File: config.mk
export PLATFORM = sky130hd
export DESIGN_NAME = two_wire_humidity_sensor_master_unit
export DESIGN_NICKNAME = d
export VERILOG_FILES = /design/src/sv/tws_pkg.sv /design/src/sv/tws_fsm.sv /design/src/sv/two_wire_humidity_sensor_master_unit.sv
export VERILOG_INCLUDE_DIRS = /design/src /design/src/sv
export SDC_FILE = /design/constraint.sdc
export NUM_CORES = 1
export LEC_CHECK = 0
export ABC_CLOCK_PERIOD_IN_PS = 7500
export BUFFER_PORTS_ARGS = -buffer_cell sky130_fd_sc_hd__buf_2
export CORE_MARGIN = 2
export CORE_UTILIZATION = 40
export CTS_BUF_LIST = sky130_fd_sc_hd__clkbuf_4 sky130_fd_sc_hd__clkbuf_8
export DETAILED_ROUTE_END_ITERATION = 7
export SLEW_MARGIN = 5
export SYNTH_ARGS = -nofsm -noshare
export SYNTH_HDL_FRONTEND = slang
export SYNTH_SLANG_ARGS = --single-unit
File: constraint.sdc
create_clock -name clk_i -period 7.5 [get_ports clk_i]
set_input_delay 0.375 -clock clk_i [delete_from_list [all_inputs] [get_ports clk_i]]
set_output_delay 0.375 -clock clk_i [all_outputs]
set_load 0.02 [all_outputs]
File: src/sv/two_wire_humidity_sensor_master_unit_defines.svh
// Assertion macros for the two-wire sensor master
`ifndef TWO_WIRE_HUMIDITY_SENSOR_MASTER_UNIT_DEFINES_SVH
`define TWO_WIRE_HUMIDITY_SENSOR_MASTER_UNIT_DEFINES_SVH

// Same-cycle implication, sampled on clk_i, off during reset
`define TWS_ASSERT_NOW(lbl, ante, cons, msg) \
  lbl: assert property (@(posedge clk_i) disable iff (!rst_ni) (ante) |-> (cons)) \
    else $error(msg);

// Next-cycle implication, sampled on clk_i, off during reset
`define TWS_ASSERT_NEXT(lbl, ante, cons, msg) \
  lbl: assert property (@(posedge clk_i) disable iff (!rst_ni) (ante) |=> (cons)) \
    else $error(msg);

`endif

File: src/sv/tws_pkg.sv
package tws_pkg;

  // Reset value of the timeout register (ticks)
  localparam logic [15:0] TimeoutReset = 16'd1000;

  // Bit-phase sequencer states
  typedef enum logic [4:0] {
    PH_IDLE,
    PH_TS0,
    PH_TS1,
    PH_TS2,
    PH_TS3,
    PH_TS4,
    PH_CMD_LO,
    PH_CMD_HI,
    PH_ACK_HI,
    PH_ACK_LO,
    PH_WAIT,
    PH_RD_HI,
    PH_RD_LO,
    PH_MACK_D,
    PH_MACK_HI,
    PH_MACK_LO,
    PH_CRC_HI,
    PH_CRC_LO
  } phase_e;

  // One tick request
  typedef struct packed {
    logic       start_req;
    logic [7:0] command;
    logic       data_in;
  } tick_t;

  // One tick result
  typedef struct packed {
    logic        clock_level;
    logic        data_enable;
    logic        data_level;
    logic        busy_res;
    logic        done_res;
    logic [15:0] value;
    logic        timed_out;
  } res_t;

endpackage

File: src/sv/tws_fsm.sv
module tws_fsm (
  input  logic           clk_i,
  input  logic           rst_ni,
  input  logic           step_i,
  input  tws_pkg::tick_t tick_i,
  input  logic [15:0]    timeout_ticks_i,
  output tws_pkg::res_t  res_o
);

  tws_pkg::phase_e phase_q, phase_d, phase_eff;
  logic [3:0]  bit_idx_q, bit_idx_d;
  logic [15:0] shift_q, shift_d;
  logic [15:0] wait_q, wait_d;
  logic [7:0]  cmd_q, cmd_d;
  logic        tmo_q, tmo_d;
  logic        start;
  logic        cmd_bit;
  logic [16:0] limit;
  logic        wait_expired;

  // A start request is only honoured when idle
  assign start     = (phase_q == tws_pkg::PH_IDLE) && tick_i.start_req;
  assign phase_eff = start ? tws_pkg::PH_TS0 : phase_q;

  // Command bit, MSB first
  assign cmd_bit = cmd_q[3'd7 - bit_idx_q[2:0]];

  // Zero timeout behaves as one sample
  assign limit = (timeout_ticks_i == 16'd0) ? 17'd1 : {1'b0, timeout_ticks_i};
  assign wait_expired = ({1'b0, wait_q} + 17'd1) >= limit;

  // Next state
  always_comb begin
    phase_d   = phase_q;
    bit_idx_d = bit_idx_q;
    shift_d   = shift_q;
    wait_d    = wait_q;
    cmd_d     = cmd_q;
    tmo_d     = tmo_q;
    if (start) begin
      cmd_d     = tick_i.command;
      bit_idx_d = 4'd0;
      shift_d   = 16'd0;
      wait_d    = 16'd0;
      tmo_d     = 1'b0;
    end
    case (phase_eff)
      tws_pkg::PH_TS0: phase_d = tws_pkg::PH_TS1;
      tws_pkg::PH_TS1: phase_d = tws_pkg::PH_TS2;
      tws_pkg::PH_TS2: phase_d = tws_pkg::PH_TS3;
      tws_pkg::PH_TS3: phase_d = tws_pkg::PH_TS4;
      tws_pkg::PH_TS4: begin
        bit_idx_d = 4'd0;
        phase_d   = tws_pkg::PH_CMD_LO;
      end
      tws_pkg::PH_CMD_LO: phase_d = tws_pkg::PH_CMD_HI;
      tws_pkg::PH_CMD_HI: begin
        if (bit_idx_q[2:0] == 3'd7) begin
          bit_idx_d = 4'd0;
          phase_d   = tws_pkg::PH_ACK_HI;
        end else begin
          bit_idx_d = bit_idx_q + 4'd1;
          phase_d   = tws_pkg::PH_CMD_LO;
        end
      end
      tws_pkg::PH_ACK_HI: phase_d = tws_pkg::PH_ACK_LO;
      tws_pkg::PH_ACK_LO: begin
        wait_d  = 16'd0;
        phase_d = tws_pkg::PH_WAIT;
      end
      tws_pkg::PH_WAIT: begin
        if (!tick_i.data_in) begin
          bit_idx_d = 4'd0;
          phase_d   = tws_pkg::PH_RD_HI;
        end else if (wait_expired) begin
          tmo_d     = 1'b1;
          bit_idx_d = 4'd0;
          phase_d   = tws_pkg::PH_RD_HI;
        end else begin
          wait_d = wait_q + 16'd1;
        end
      end
      tws_pkg::PH_RD_HI: begin
        shift_d = {shift_q[14:0], tick_i.data_in};
        phase_d = tws_pkg::PH_RD_LO;
      end
      tws_pkg::PH_RD_LO: begin
        if (bit_idx_q == 4'd7) begin
          bit_idx_d = 4'd8;
          phase_d   = tws_pkg::PH_MACK_D;
        end else if (bit_idx_q == 4'd15) begin
          phase_d = tws_pkg::PH_CRC_HI;
        end else begin
          bit_idx_d = bit_idx_q + 4'd1;
          phase_d   = tws_pkg::PH_RD_HI;
        end
      end
      tws_pkg::PH_MACK_D:  phase_d = tws_pkg::PH_MACK_HI;
      tws_pkg::PH_MACK_HI: phase_d = tws_pkg::PH_MACK_LO;
      tws_pkg::PH_MACK_LO: phase_d = tws_pkg::PH_RD_HI;
      tws_pkg::PH_CRC_HI:  phase_d = tws_pkg::PH_CRC_LO;
      default:             phase_d = tws_pkg::PH_IDLE;
    endcase
  end

  // Line levels and status for this tick
  always_comb begin
    res_o             = '0;
    res_o.busy_res    = 1'b1;
    case (phase_eff)
      tws_pkg::PH_TS0: begin
        res_o.clock_level = 1'b1;
        res_o.data_enable = 1'b1;
        res_o.data_level  = 1'b1;
      end
      tws_pkg::PH_TS1: begin
        res_o.clock_level = 1'b1;
        res_o.data_enable = 1'b1;
      end
      tws_pkg::PH_TS2: res_o.data_enable = 1'b1;
      tws_pkg::PH_TS3: begin
        res_o.clock_level = 1'b1;
        res_o.data_enable = 1'b1;
        res_o.data_level  = 1'b1;
      end
      tws_pkg::PH_TS4: begin
        res_o.data_enable = 1'b1;
        res_o.data_level  = 1'b1;
      end
      tws_pkg::PH_CMD_LO: begin
        res_o.data_enable = 1'b1;
        res_o.data_level  = cmd_bit;
      end
      tws_pkg::PH_CMD_HI: begin
        res_o.clock_level = 1'b1;
        res_o.data_enable = 1'b1;
        res_o.data_level  = cmd_bit;
      end
      tws_pkg::PH_ACK_HI:  res_o.clock_level = 1'b1;
      tws_pkg::PH_ACK_LO:  res_o.clock_level = 1'b0;
      tws_pkg::PH_WAIT:    res_o.clock_level = 1'b0;
      tws_pkg::PH_RD_HI:   res_o.clock_level = 1'b1;
      tws_pkg::PH_RD_LO:   res_o.clock_level = 1'b0;
      tws_pkg::PH_MACK_D:  res_o.data_enable = 1'b1;
      tws_pkg::PH_MACK_HI: begin
        res_o.clock_level = 1'b1;
        res_o.data_enable = 1'b1;
      end
      tws_pkg::PH_MACK_LO: res_o.data_enable = 1'b1;
      tws_pkg::PH_CRC_HI: begin
        res_o.clock_level = 1'b1;
        res_o.data_enable = 1'b1;
        res_o.data_level  = 1'b1;
      end
      tws_pkg::PH_CRC_LO: begin
        res_o.data_enable = 1'b1;
        res_o.data_level  = 1'b1;
        res_o.done_res    = 1'b1;
        res_o.value       = shift_q;
        res_o.timed_out   = tmo_q;
      end
      default: res_o.busy_res = 1'b0;
    endcase
  end

  // Sequencer state, advanced once per tick
  always_ff @(posedge clk_i or negedge rst_ni) begin
    if (!rst_ni) begin
      phase_q   <= tws_pkg::PH_IDLE;
      bit_idx_q <= 4'd0;
      shift_q   <= 16'd0;
      wait_q    <= 16'd0;
      cmd_q     <= 8'd0;
      tmo_q     <= 1'b0;
    end else if (step_i) begin
      phase_q   <= phase_d;
      bit_idx_q <= bit_idx_d;
      shift_q   <= shift_d;
      wait_q    <= wait_d;
      cmd_q     <= cmd_d;
      tmo_q     <= tmo_d;
    end
  end

endmodule

File: src/sv/two_wire_humidity_sensor_master_unit.sv
// Two-wire humidity/temperature sensor master, one bit-phase tick per request.
// Tick channel (in_valid_i/in_ready_o): start_req_i, command_i, data_in_i.
// Result channel (out_valid_o/out_ready_i): one result per tick with the
// clock, data enable and data levels to drive, busy/done, the 16-bit value
// and the timeout flag.
// Config channel (cfg_valid_i/cfg_ready_o/cfg_data_i): timeout in ticks,
// always ready; write it only while no measurement is running.
// A tick is registered in the input register, stepped through the
// sequencer and its result is captured in the output register.
// Throughput: one tick per cycle while the result channel does not stall.
// A stalled receiver holds the result; the input register still takes a
// request while the result waits, then back-pressure stops the channel.
// Reset: sequencer idle, both registers empty, timeout back to 1000 ticks.
`include "two_wire_humidity_sensor_master_unit_defines.svh"

module two_wire_humidity_sensor_master_unit (
  input  logic        clk_i,
  input  logic        rst_ni,
  input  logic        cfg_valid_i,
  output logic        cfg_ready_o,
  input  logic [15:0] cfg_data_i,
  input  logic        in_valid_i,
  output logic        in_ready_o,
  input  logic        start_req_i,
  input  logic [7:0]  command_i,
  input  logic        data_in_i,
  output logic        out_valid_o,
  input  logic        out_ready_i,
  output logic        clock_level_o,
  output logic        data_enable_o,
  output logic        data_level_o,
  output logic        busy_res_o,
  output logic        done_res_o,
  output logic [15:0] value_o,
  output logic        timed_out_o
);

  logic           in_valid_q;
  tws_pkg::tick_t tick_q;
  logic           out_valid_q;
  tws_pkg::res_t  res_q, res_d;
  logic [15:0]    timeout_q;
  logic           advance;

  // Timeout register
  assign cfg_ready_o = 1'b1;
  always_ff @(posedge clk_i or negedge rst_ni) begin
    if (!rst_ni) begin
      timeout_q <= tws_pkg::TimeoutReset;
    end else if (cfg_valid_i) begin
      timeout_q <= cfg_data_i;
    end
  end

  // Move a request on when the result slot is free or being emptied
  assign advance    = in_valid_q && (!out_valid_q || out_ready_i);
  assign in_ready_o = !in_valid_q || advance;

  // Input register
  always_ff @(posedge clk_i or negedge rst_ni) begin
    if (!rst_ni) begin
      in_valid_q <= 1'b0;
    end else if (in_ready_o) begin
      in_valid_q <= in_valid_i;
    end
  end

  always_ff @(posedge clk_i) begin
    if (in_ready_o && in_valid_i) begin
      tick_q <= '{start_req: start_req_i, command: command_i, data_in: data_in_i};
    end
  end

  // Sequencer
  tws_fsm u_fsm (
    .clk_i           (clk_i),
    .rst_ni          (rst_ni),
    .step_i          (advance),
    .tick_i          (tick_q),
    .timeout_ticks_i (timeout_q),
    .res_o           (res_d)
  );

  // Result register
  always_ff @(posedge clk_i or negedge rst_ni) begin
    if (!rst_ni) begin
      out_valid_q <= 1'b0;
    end else if (advance) begin
      out_valid_q <= 1'b1;
    end else if (out_ready_i) begin
      out_valid_q <= 1'b0;
    end
  end

  always_ff @(posedge clk_i) begin
    if (advance) begin
      res_q <= res_d;
    end
  end

  assign out_valid_o   = out_valid_q;
  assign clock_level_o = res_q.clock_level;
  assign data_enable_o = res_q.data_enable;
  assign data_level_o  = res_q.data_level;
  assign busy_res_o    = res_q.busy_res;
  assign done_res_o    = res_q.done_res;
  assign value_o       = res_q.value;
  assign timed_out_o   = res_q.timed_out;

  // Checks
  `TWS_ASSERT_NOW(a_done_busy, out_valid_o && done_res_o, busy_res_o, "done without busy")
  `TWS_ASSERT_NOW(a_rel_low, out_valid_o && !data_enable_o, !data_level_o, "level on released line")
  `TWS_ASSERT_NOW(a_idle_quiet, out_valid_o && !busy_res_o, !clock_level_o && !data_enable_o, "lines active when idle")
  `TWS_ASSERT_NEXT(a_stall_hold, in_valid_q && out_valid_q && !out_ready_i, in_valid_q, "request lost in stall")

endmodule
### Word-level counts from Yosys, hierarchy flattened

Index checks and enable logic that the tools add are counted.

| word-level totals | value |
|---|---|
| register bits after elaboration | 100 |
| word-level logic and storage cells | 99 |
| output and inout bits | 25 |

| operators by class | value |
|---|---|
| equal/unequal tests | 21 |
| $lt $le $gt $ge | 2 |
| muxes and demuxes | 34 |
| reduce and logical (&&, ||, !) cells | 19 |
| add/sub/neg operators | 4 |

Operator list:

| cell | count |
|---|---|
| 2-to-1 mux 16 bit | 6 |
| case mux 5 bit (16 select lines) | 1 |
| == test 5 x 4 -> 1 bit (second input constant) | 8 |
| case mux 16 bit (2 select lines) | 1 |
| 2-to-1 mux 4 bit | 7 |
| 2-to-1 mux 5 bit | 5 |
| == test 5 x 3 -> 1 bit (second input constant) | 4 |
| 2-to-1 mux 18 bit | 1 |
| adder 16 x 1 -> 17 bit (second input constant) | 1 |
| greater-or-equal comparator 17 bit | 1 |
| OR reduction 17 bit | 1 |
| adder 16 x 1 -> 16 bit (second input constant) | 1 |
| zero test 16 bit | 1 |
| case mux 4 bit (4 select lines) | 1 |
| OR reduction 12 bit | 1 |
| == test 5 x 2 -> 1 bit (second input constant) | 2 |
| == test 5 bit (second input constant) | 2 |
| 2-to-1 mux 1 bit | 10 |
| OR reduction 8 bit | 1 |
| AND reduction 2 bit | 3 |
| == test 5 x 1 -> 1 bit (second input constant) | 1 |
| zero test 5 bit | 1 |
| OR reduction 5 bit | 1 |
| adder 4 x 1 -> 4 bit (second input constant) | 1 |
| 13 further kinds | 18 |

### Depth between registers and ports, before layout

Gate-level depths: netlist of run 1.

| depth | value |
|---|---|
| word-level depth | 6 |
| depth in mapped cells | 15 |
| depth with buffers taken out | 12 |

### By module

From an unflattened synthesis of run 1, not the netlist that was laid out.

| second synthesis, totals | value |
|---|---|
| cell total of the unflattened synthesis | 493 |
| area total of the unflattened synthesis | 5,342.6 um^2 |

Modules (own cells, without submodules):

| module | cells each | seq. area each (um^2) | instances | area an instance (um^2) |
|---|---|---|---|---|
| tws_fsm | 417 | 1,251.2 | 1 | 3,624.7 |
| two_wire_humidity_sensor_master_unit | 76 | 1,418.9 | 1 | 1,717.9 |

### Worst setup path before layout of run 1

No wires, ideal clock.

| timing path | value |
|---|---|
| path type | reg-to-reg |
| from | register u_fsm.wait_q[4] |
| to | register u_fsm.wait_q[0] |
| cell stages (with the launch flop) | 15 |
| path buffers | 2 |
| slack | 4.055 ns |
| arrival | 3.320 ns |
| data required time | 7.375 ns |
| setup time | 0.125 ns |
| cells stage by stage | dfrtp_1 clkbuf_1 nand2_1 nor4_2 nand3_1 or2_2 nand2_1 ha_1 nand4_1 or4_1 a31oi_1 or4b_4 buf_6 a21o_1 mux2_2 |

| on the way | value |
|---|---|
| longest elaborated chain between the ends | 5 |

Ends and longest elaborated chain:

| item | line | source |
|---|---|---|
| start: declaration | tws_fsm.sv:13 | `logic [15:0] wait_q, wait_d;` |
| start signal: assignment | tws_fsm.sv:179 | `wait_q <= wait_d;` |
| adder 16 x 1 -> 17 bit | tws_fsm.sv:30 | `assign wait_expired = ({1'b0, wait_q} + 17'd1) >= limit;` |
| greater-or-equal comparator 17 bit | tws_fsm.sv:30 |  |
| 2-to-1 mux 16 bit | tws_fsm.sv:75 | `end else if (wait_expired) begin` |
| 2-to-1 mux 16 bit | tws_fsm.sv:72 | `if (!tick_i.data_in) begin` |
| case mux 16 bit (2 select lines) | tws_fsm.sv:47 | `case (phase_eff)` |

No other way between the ends.
A chain may end at the register's enable or synchronous reset.

### Worst setup path after layout of run 1

| timing path | value |
|---|---|
| from | register u_fsm.wait_q[2] |
| to | register u_fsm.wait_q[6] |

| on the way | value |
|---|---|
| longest elaborated chain between the ends | 5 |
| elaborated cells between the ends (all ways) | 6 |
| classes of those cells | add/sub: 2; order compare: 1; mux: 3 |

Ends and longest elaborated chain:

| item | line |
|---|---|
| adder 16 x 1 -> 17 bit | tws_fsm.sv:30 |
| greater-or-equal comparator 17 bit | tws_fsm.sv:30 |
| 2-to-1 mux 16 bit (*) | tws_fsm.sv:75 |
| 2-to-1 mux 16 bit (*) | tws_fsm.sv:72 |
| case mux 16 bit (2 select lines) (*) | tws_fsm.sv:47 |

Every way passes the cells marked *; elsewhere a longest branch is shown, timed or not.

==> metrics.log, run 1 <==
INFO  metric firstDrtPassIters = 4
INFO  metric hold_viol_final = 0
INFO  metric final.fill_count = between 1,000 and 1,500
INFO  metric number_of_endpoints_failing_setup_at_the_final_stage = 0
INFO  metric core-area = 12,700 sq um
INFO  metric grt_pass1_vias = between 3,000 and 4,000
INFO  metric setup-tns-final = 0 ns
INFO  metric rows = 41
INFO  metric cts.htree.levels = 3
INFO  metric drt.antenna.violating_nets = 0
INFO  metric reg2regPathDepth = 12
INFO  metric ctsHoldBuffers = 0
INFO  metric synth_top_cells_by_count = 84 x sky130_fd_sc_hd__nand2_1, 62 x sky130_fd_sc_hd__dfrtp_1, 41 x sky130_fd_sc_hd__o21ai_0
INFO  metric syn-instance-count = 525
INFO  metric final_net_count = a little over 600
INFO  metric worst-slew-pin-transition = 0.932 ns
INFO  metric cts_root_buffer = sky130_fd_sc_hd__clkbuf_8
INFO  metric leading_cell_type_by_number_of_instances_after_synthesis = sky130_fd_sc_hd__nand2_1
INFO  metric antenna_found_initial = 0
INFO  metric regToRegSetupSlack = 3.49 ns
INFO  metric clkLatencyLatePin = 0.39 ns
INFO  metric detailroute.via_count = 3,973
INFO  metric netlist_top_cells_area = sky130_fd_sc_hd__dfrtp_1 30%, sky130_fd_sc_hd__edfxtp_1 18%, sky130_fd_sc_hd__nand2_1 6.1%
INFO  metric finClkSkew = 0.0120 ns
INFO  metric max_slew_margin = 37.7%
INFO  metric flow.area_growth_from_synthesis = 11.3%
INFO  metric worst_setup_path_end_kind = flip-flop
INFO  metric fp.dieW = 118 um
INFO  metric placement.io_buffers = 54
INFO  metric synth_seq_cells = 100
INFO  metric regToRegStartpoint = u_fsm.wait_q[2]
INFO  metric cts_setup_buffers = 0
INFO  metric total_routed_wirelength = 10,800 um
INFO  metric utilization = between 40% and 50%
INFO  metric syn_area = 5210 sq um
INFO  metric post_synth_num_cell_types = 61
INFO  metric drv_slew = 0
INFO  metric grt_pass1_wl = 18,300 um
INFO  metric synth_sequential_area_ratio = 51.2%
INFO  metric worst_r2r_dst = u_fsm.wait_q[6]
INFO  metric criticalPathCategory = reg -> reg
INFO  metric cts.repair.resized = 0
INFO  metric crit_start = u_fsm.wait_q[2]
INFO  metric syn_nets = 575
INFO  metric grt.total_usage = 16.3%
INFO  metric synth_enable_flop_cells = 32
INFO  metric wl_per_cell = 14.6 um
INFO  metric post-route-worst-setup-slack = 3.49 ns
INFO  metric post-layout-total-power = 1.57 mW
INFO  metric clk_pin_slew_worst_paths = around 0.1 ns
INFO  metric final_period_utilization = 53.5%
INFO  metric proportion_of_synthesized_flip_flops_having_asynchronous_set_or_reset = ~70%
INFO  metric syn-mean-instance-area = 9.92 sq um
INFO  metric final_layout_size_suffix_gt1_share = 18.2%
INFO  metric placement.setup.worst_slack = roughly 3.6 ns
INFO  metric hold_ws = 0.157 ns
INFO  metric rsz0062_at_grt = false
INFO  metric worstPathArrival = around 4.3 ns
INFO  metric start_util = 41.1%
INFO  metric cts_tree = built
INFO  metric yosysTopAreaCellShare = 29.8%
INFO  metric globalRouteOverflowTotal = 0
INFO  metric antenna-diode-count = 0
INFO  metric via_per_inst = 5.38
INFO  metric dr.first_iter.drc_count = 380
INFO  metric gpl_wtd_cong = about 0.85
INFO  metric required_time_reported_for_the_critical_path_endpoint = a little under 8 ns
INFO  metric clock-sinks = 100
INFO  metric fp.dieArea = between 10,000 and 15,000 sq um
INFO  metric finalWorstPathRequiredPeriod = 4.01 ns
INFO  metric cp_max_fo = 7
INFO  metric grt_max_degree = 69
INFO  metric synth_top_cell_by_area = sky130_fd_sc_hd__dfrtp_1
INFO  metric drv.max_cap_violation_count = 0
INFO  metric clock.fmax = between 200 and 250 MHz
INFO  metric setup.worst_path.start_class = flip-flop
INFO  metric worst_ir_drop_vdd = around 0.13 mV
INFO  metric die_height = 118 um
INFO  metric holdCritPathClass = in -> reg
INFO  metric powerDensity = 271 nW/um^2
INFO  metric numCtsBuffers = 9
INFO  metric setup.worst_path.end = u_fsm.wait_q[6]
INFO  metric yosys_warnings = 0
INFO  metric synth_top_flop_cell = sky130_fd_sc_hd__dfrtp_1
INFO  metric drc_errors = 0
INFO  metric num_io_pins = 56
INFO  metric result_of_the_run = complete, no violations
INFO  metric static-leakage-power = around 2.6 nW
INFO  metric dpl.hpwl = 7410 um
INFO  metric maximum_clock_insertion_buffer_count = 2
## state kept, by name (all words and copies together) (netlist names), 4 cells and up
signal	count
timeout_q	16
u_fsm.cmd_q	8
value_o	16
tick_q	10
u_fsm.bit_idx_q	4
u_fsm.phase_q	5
u_fsm.shift_q	16
u_fsm.wait_q	16
## how the worst min path moves through the flow
| stage | from | to | slack [ns] | cells past startpoint |
|---|---|---|---|---|
| after global placement | tick_q[7] | u_fsm.cmd_q[6] | 0.46 | 1 |
| after global routing | command_i[5] | tick_q[6] | 0.14 | 1 |
| final | command_i[4] | tick_q[5] | 0.16 | 1 |
| after CTS | command_i[4] | tick_q[5] | 0.14 | 1 |
| after floorplan | rst_ni | in_valid_q | 0.08 | 0 |
| after detailed placement | tick_q[2] | u_fsm.cmd_q[1] | 0.47 | 1 |
## worst max-delay path: stages, from the launching register on
cell	delay (ns)
sky130_fd_sc_hd__dfrtp_1	0.42
sky130_fd_sc_hd__nand3_1	0.23
sky130_fd_sc_hd__nor4_2	0.59
sky130_fd_sc_hd__nand3_1	0.28
sky130_fd_sc_hd__or2_2	0.35
sky130_fd_sc_hd__nand2_1	0.10
sky130_fd_sc_hd__ha_1	0.25
sky130_fd_sc_hd__nand4_1	0.14
sky130_fd_sc_hd__or4_1	0.14
sky130_fd_sc_hd__a31oi_1	0.12
sky130_fd_sc_hd__nor4b_2	0.60
sky130_fd_sc_hd__nand3_1	0.41
sky130_fd_sc_hd__o31ai_1	0.29
## per-stage QoR
stage | instance area (sq um) | instances
after detailed placement | 5600 | 723
after global routing | 5800 | 739
final | 5800 | 739
after global placement | 5600 | 723
after CTS | 5800 | 739
after floorplan | 5210 | 525
## cell usage in the layout (no fill, tap or decap), types with 11 or more instances in the layout
| cell type | Yosys | layout |
|---|---|---|
| sky130_fd_sc_hd__a21oi_1 | 16 | 16 |
| sky130_fd_sc_hd__buf_2 | 2 | 54 |
| sky130_fd_sc_hd__mux2_2 | 11 | 11 |
| sky130_fd_sc_hd__dfrtp_1 | 62 | 62 |
| sky130_fd_sc_hd__o21ai_0 | 41 | 41 |
| sky130_fd_sc_hd__inv_1 | 22 | 22 |
| sky130_fd_sc_hd__nand3_1 | 18 | 18 |
| sky130_fd_sc_hd__nand2_1 | 84 | 84 |
| sky130_fd_sc_hd__nor2_1 | 21 | 21 |
| sky130_fd_sc_hd__edfxtp_1 | 32 | 32 |
| sky130_fd_sc_hd__ha_1 | 19 | 19 |
| sky130_fd_sc_hd__and3_1 | 24 | 24 |
## power breakdown
part / internal (mW) / switching [mW]
clock: 0.161 / 0.201
sequential: 0.662 / 0.119
combinational: 0.191 / 0.239
total: 1.01 / 0.559
## metal layers
| metal | wire [um] | vias to the layer above | share of wire, % | track usage, % |
|---|---|---|---|---|
| li1 | - | 1966 | - | - |
| met1 | 5180 | 1903 | 48 | 22.4 |
| met2 | 4990 | 88 | 46 | 25.2 |
| met3 | 411 | 16 | 3.8 | 2.66 |
| met4 | 212 | 0 | 2.0 | 7.30 |
| met5 | 0 | - | 0 | 0 |
## logic make-up (layout without fill, tap and decap cells)
family	Yosys count	after routing	synth area share, %
XOR/XNOR	13	13	2.19
other	1	1	0.0720
multiplexers	14	14	3.43
adder cells (fa/ha/maj)	19	19	4.56
buffers and inverters	56	98	4.47
flip-flops	100	100	51.2
AND/OR/NAND/NOR	201	201	19.2
AO/OA/AOI/OAI	121	121	14.8
## area by class of cell
cell class	count	area, sq um	share of cell area [%]
clock buffers	10	131	2.27
clock inverters	6	68.8	1.19
inverters	22	82.6	1.42
multi-input cells	369	2310	39.9
flip-flops and latches	100	2670	46.1
well taps	172	215	3.71
repair buffers	60	315	5.44
(Power assumes the default switching activity.)
==> run 2: changes to the inputs <==
--- a/config.mk
+++ b/config.mk
@@ -6,7 +6,7 @@
 export SDC_FILE = /design/constraint.sdc
 export NUM_CORES = 1
 export LEC_CHECK = 0
-export ABC_CLOCK_PERIOD_IN_PS = 7500
+export ABC_CLOCK_PERIOD_IN_PS = 3800
 export BUFFER_PORTS_ARGS = -buffer_cell sky130_fd_sc_hd__buf_2
 export CORE_MARGIN = 2
 export CORE_UTILIZATION = 40
==> constraint.sdc (replaced) <==
create_clock -name clk_i -period 3.8 [get_ports clk_i]
set_input_delay 0.19 -clock clk_i [delete_from_list [all_inputs] [get_ports clk_i]]
set_output_delay 0.19 -clock clk_i [all_outputs]
set_load 0.02 [all_outputs]
==> run 2 against run 1 <==
Against the previous run:
- wire length grew 0.93%
- cell count rose by 3.0%
- critical path depth stayed put
- clock skew rose by 0.00053 ns
- sequential share of layout area shrank 1.9 points
- sequential power up 97%
- count of clock-buffer cells in the layout did not move
- non-clock buffer count up 22
- final area up 4.2%
- via count is 1.3% higher
- register-to-register slack worse by 3.3 ns
==> metrics.log, run 2 (synthesis results as in run 1) <==
INFO  metric result_of_the_run = complete, no violations
INFO  metric critical_path.max_stage_delay = 0.55 ns
INFO  metric worstPathBufferInverterCount = 0
INFO  metric cts.htree.levels = 3
INFO  metric seqCellArea = 2670 sq um
INFO  metric num_io_pins = 56
INFO  metric finClkSkew = 0.0125 ns
INFO  metric crit_path_top_delay_cell = sky130_fd_sc_hd__or4_1
INFO  metric dr.first_iter.drc_count = 259
INFO  metric flow.area_growth_from_synthesis = 15.9%
INFO  metric fp.dieArea = 14,000 sq um
INFO  metric die_height = 118 um
INFO  metric final_layout_size_suffix_gt1_share = roughly a fifth
INFO  metric static-leakage-power = 2.72 nW
INFO  metric powerDensity = roughly 530 nW/um^2
INFO  metric antenna-diode-count = 0
INFO  metric placement.io_buffers = 54
INFO  metric maximum_clock_insertion_buffer_count = 2
INFO  metric clock-sinks = 100
INFO  metric finalWorstPathRequiredPeriod = 3.62 ns
INFO  metric numCtsBuffers = 9
INFO  metric globalRouteOverflowTotal = 0
INFO  metric criticalPathCategory = reg -> reg
INFO  metric final_net_count = 634
INFO  metric grt.total_usage = 16.6%
INFO  metric drv_slew = 0
INFO  metric firstDrtPassIters = 5
INFO  metric number_of_endpoints_failing_setup_at_the_final_stage = 0
INFO  metric hold_ws = 0.0210 ns
INFO  metric setup.worst_path.start_class = flip-flop
INFO  metric worst_ir_drop_vdd = 0.277 mV
INFO  metric wl_per_cell = roughly 14 um
INFO  metric drt.antenna.violating_nets = 0
INFO  metric worst-slew-pin-transition = 0.917 ns
INFO  metric via_per_inst = 5.29
INFO  metric total_routed_wirelength = 10,900 um
INFO  metric regToRegSetupSlack = 0.18 ns
INFO  metric gpl_wtd_cong = between 0.8 and 0.9
INFO  metric holdCritPathClass = in -> reg
INFO  metric clk_pin_slew_worst_paths = 0.10 ns
INFO  metric drc_errors = 0
INFO  metric cts_tree = built
INFO  metric grt_max_degree = 37
INFO  metric worstPathArrival = between 3 and 4 ns
INFO  metric grt_pass1_wl = approximately 19,000 um
INFO  metric cp_top_family = simple AND/OR/NAND/NOR gates
INFO  metric grt_pass1_vias = 3,918
INFO  metric fp.dieW = 118 um
INFO  metric rows = 41
INFO  metric start_util = 41.1%
INFO  metric fin_area = ~6000 sq um
INFO  metric worst_setup_path_end_kind = flip-flop
INFO  metric antenna_found_initial = 0
INFO  metric final.fill_count = 1,194
INFO  metric final_cell_mix = 84 x sky130_fd_sc_hd__nand2_1, 62 x sky130_fd_sc_hd__dfrtp_1, 54 x sky130_fd_sc_hd__buf_2
INFO  metric dpl.hpwl = 7660 um
INFO  metric core-area = 12,700 sq um
INFO  metric dpl_cell_area = 5630 sq um
INFO  metric max_slew_margin = between 30% and 40%
INFO  metric clkLatencyLatePin = 0.38 ns
INFO  metric mostFrequentLayoutCell = sky130_fd_sc_hd__nand2_1
INFO  metric cts_root_buffer = sky130_fd_sc_hd__clkbuf_8
INFO  metric drv.max_cap_violation_count = 0
INFO  metric path_cells = ha_1 > and3_2 > and3_1 > and3_1 > xor2_1 > ha_1 > nand4_1 > or4_1 > a31oi_2 > or4b_4 > a21oi_1 > a211o_1
INFO  metric cp_max_fo = 11
INFO  metric final_period_utilization = between 90% and 100%
INFO  metric hold_viol_final = 0
INFO  metric clock.fmax = between 200 and 300 MHz
INFO  metric multi_input_area = 2330 sq um
INFO  metric required_time_reported_for_the_critical_path_endpoint = approximately 4.1 ns
INFO  metric detailroute.via_count = 4,024
## run 2: changes by cell type in the layout (fill, tap and decap cells not counted), moves of 2 or more
| cell | previous run | this run |
|---|---|---|
| sky130_fd_sc_hd__dlygate4sd3_1 | 0 | 14 |
| sky130_fd_sc_hd__inv_8 | 0 | 2 |
| sky130_fd_sc_hd__inv_6 | 3 | 0 |
| sky130_fd_sc_hd__buf_4 | 6 | 14 |
## run 2: routing by layer
| layer | GRT usage, % | routed length [um] |
|---|---|---|
| met3 | 2.62 | 368 |
| met1 | 22.8 | 5190 |
| met4 | 7.76 | 221 |
| met2 | 25.8 | 5110 |
| met5 | 0 | 0 |
## run 2: path summary, 6_finish.rpt
kind / to / cells past startpoint / from
worst max register to register: u_fsm.bit_idx_q[3] / 12 / u_fsm.wait_q[0]
max in group asynchronous: timeout_q[9] / 3 / rst_ni
worst min-delay path: timeout_q[4] / 3 / cfg_data_i[4]
worst min register to register: u_fsm.cmd_q[3] / 1 / tick_q[4]
worst max-delay path: u_fsm.bit_idx_q[3] / 12 / u_fsm.wait_q[0]
min in group asynchronous: u_fsm.shift_q[6] / 2 / rst_ni
## run 2: timing repair
action | in CTS | in global routing
hold endpoints to repair | 45 | 0
endpoints found under the setup margin | 0 | 13
gates resized for setup | 0 | 3
hold buffers | 14 | 0
buffers inserted | 0 | 3
## run 2: metrics by stage
| step | setup TNS, ns | power, mW | cells | setup WS [ns] | util (%) |
|---|---|---|---|---|---|
| 6_report | 0 | 3.19 | 761 | 0.184 | 47.7 |
| 5_1_grt | -0.0288 | 3.42 | 761 | -0.0288 | 47.7 |
| 4_1_cts | 0 | 3.22 | 758 | 0.0810 | 47.4 |
| 3_5_place_dp | 0 | 2.42 | 728 | 0.126 | 44.5 |
| 3_3_place_gp | 0 | 2.39 | 728 | 0.251 | 44.5 |
| 2_1_floorplan | 0 | 2.17 | 525 | 0.355 | - |
## run 2: power breakdown
group / leakage, nW / internal (mW) / switching, mW
sequential: 1.18 / 1.31 / 0.233
clock: 0.118 / 0.388 / 0.389
combinational: 1.42 / 0.394 / 0.482
total: 2.72 / 2.09 / 1.10
## run 2: final cells by class
cell class	instances	area share [%]
Timing Repair Buffer	82	8.53
Clock inverter	6	1.59
Sequential cell	100	44.2
Inverter	22	1.37
Clock buffer	10	2.17
Multi-Input combinational cell	369	38.6
Tap cell	172	3.56
## run 2: worst reg2reg max path, cell delays in order (launching register included)
cell and delay [ns]:
sky130_fd_sc_hd__dfrtp_1 0.43, sky130_fd_sc_hd__ha_1 0.24, sky130_fd_sc_hd__and3_2 0.26, sky130_fd_sc_hd__and3_1 0.22
sky130_fd_sc_hd__and3_1 0.22, sky130_fd_sc_hd__xor2_1 0.16, sky130_fd_sc_hd__ha_1 0.34, sky130_fd_sc_hd__nand4_1 0.12
sky130_fd_sc_hd__or4_1 0.55, sky130_fd_sc_hd__a31oi_2 0.28, sky130_fd_sc_hd__or4b_4 0.25, sky130_fd_sc_hd__a21oi_1 0.11
sky130_fd_sc_hd__a211o_1 0.33
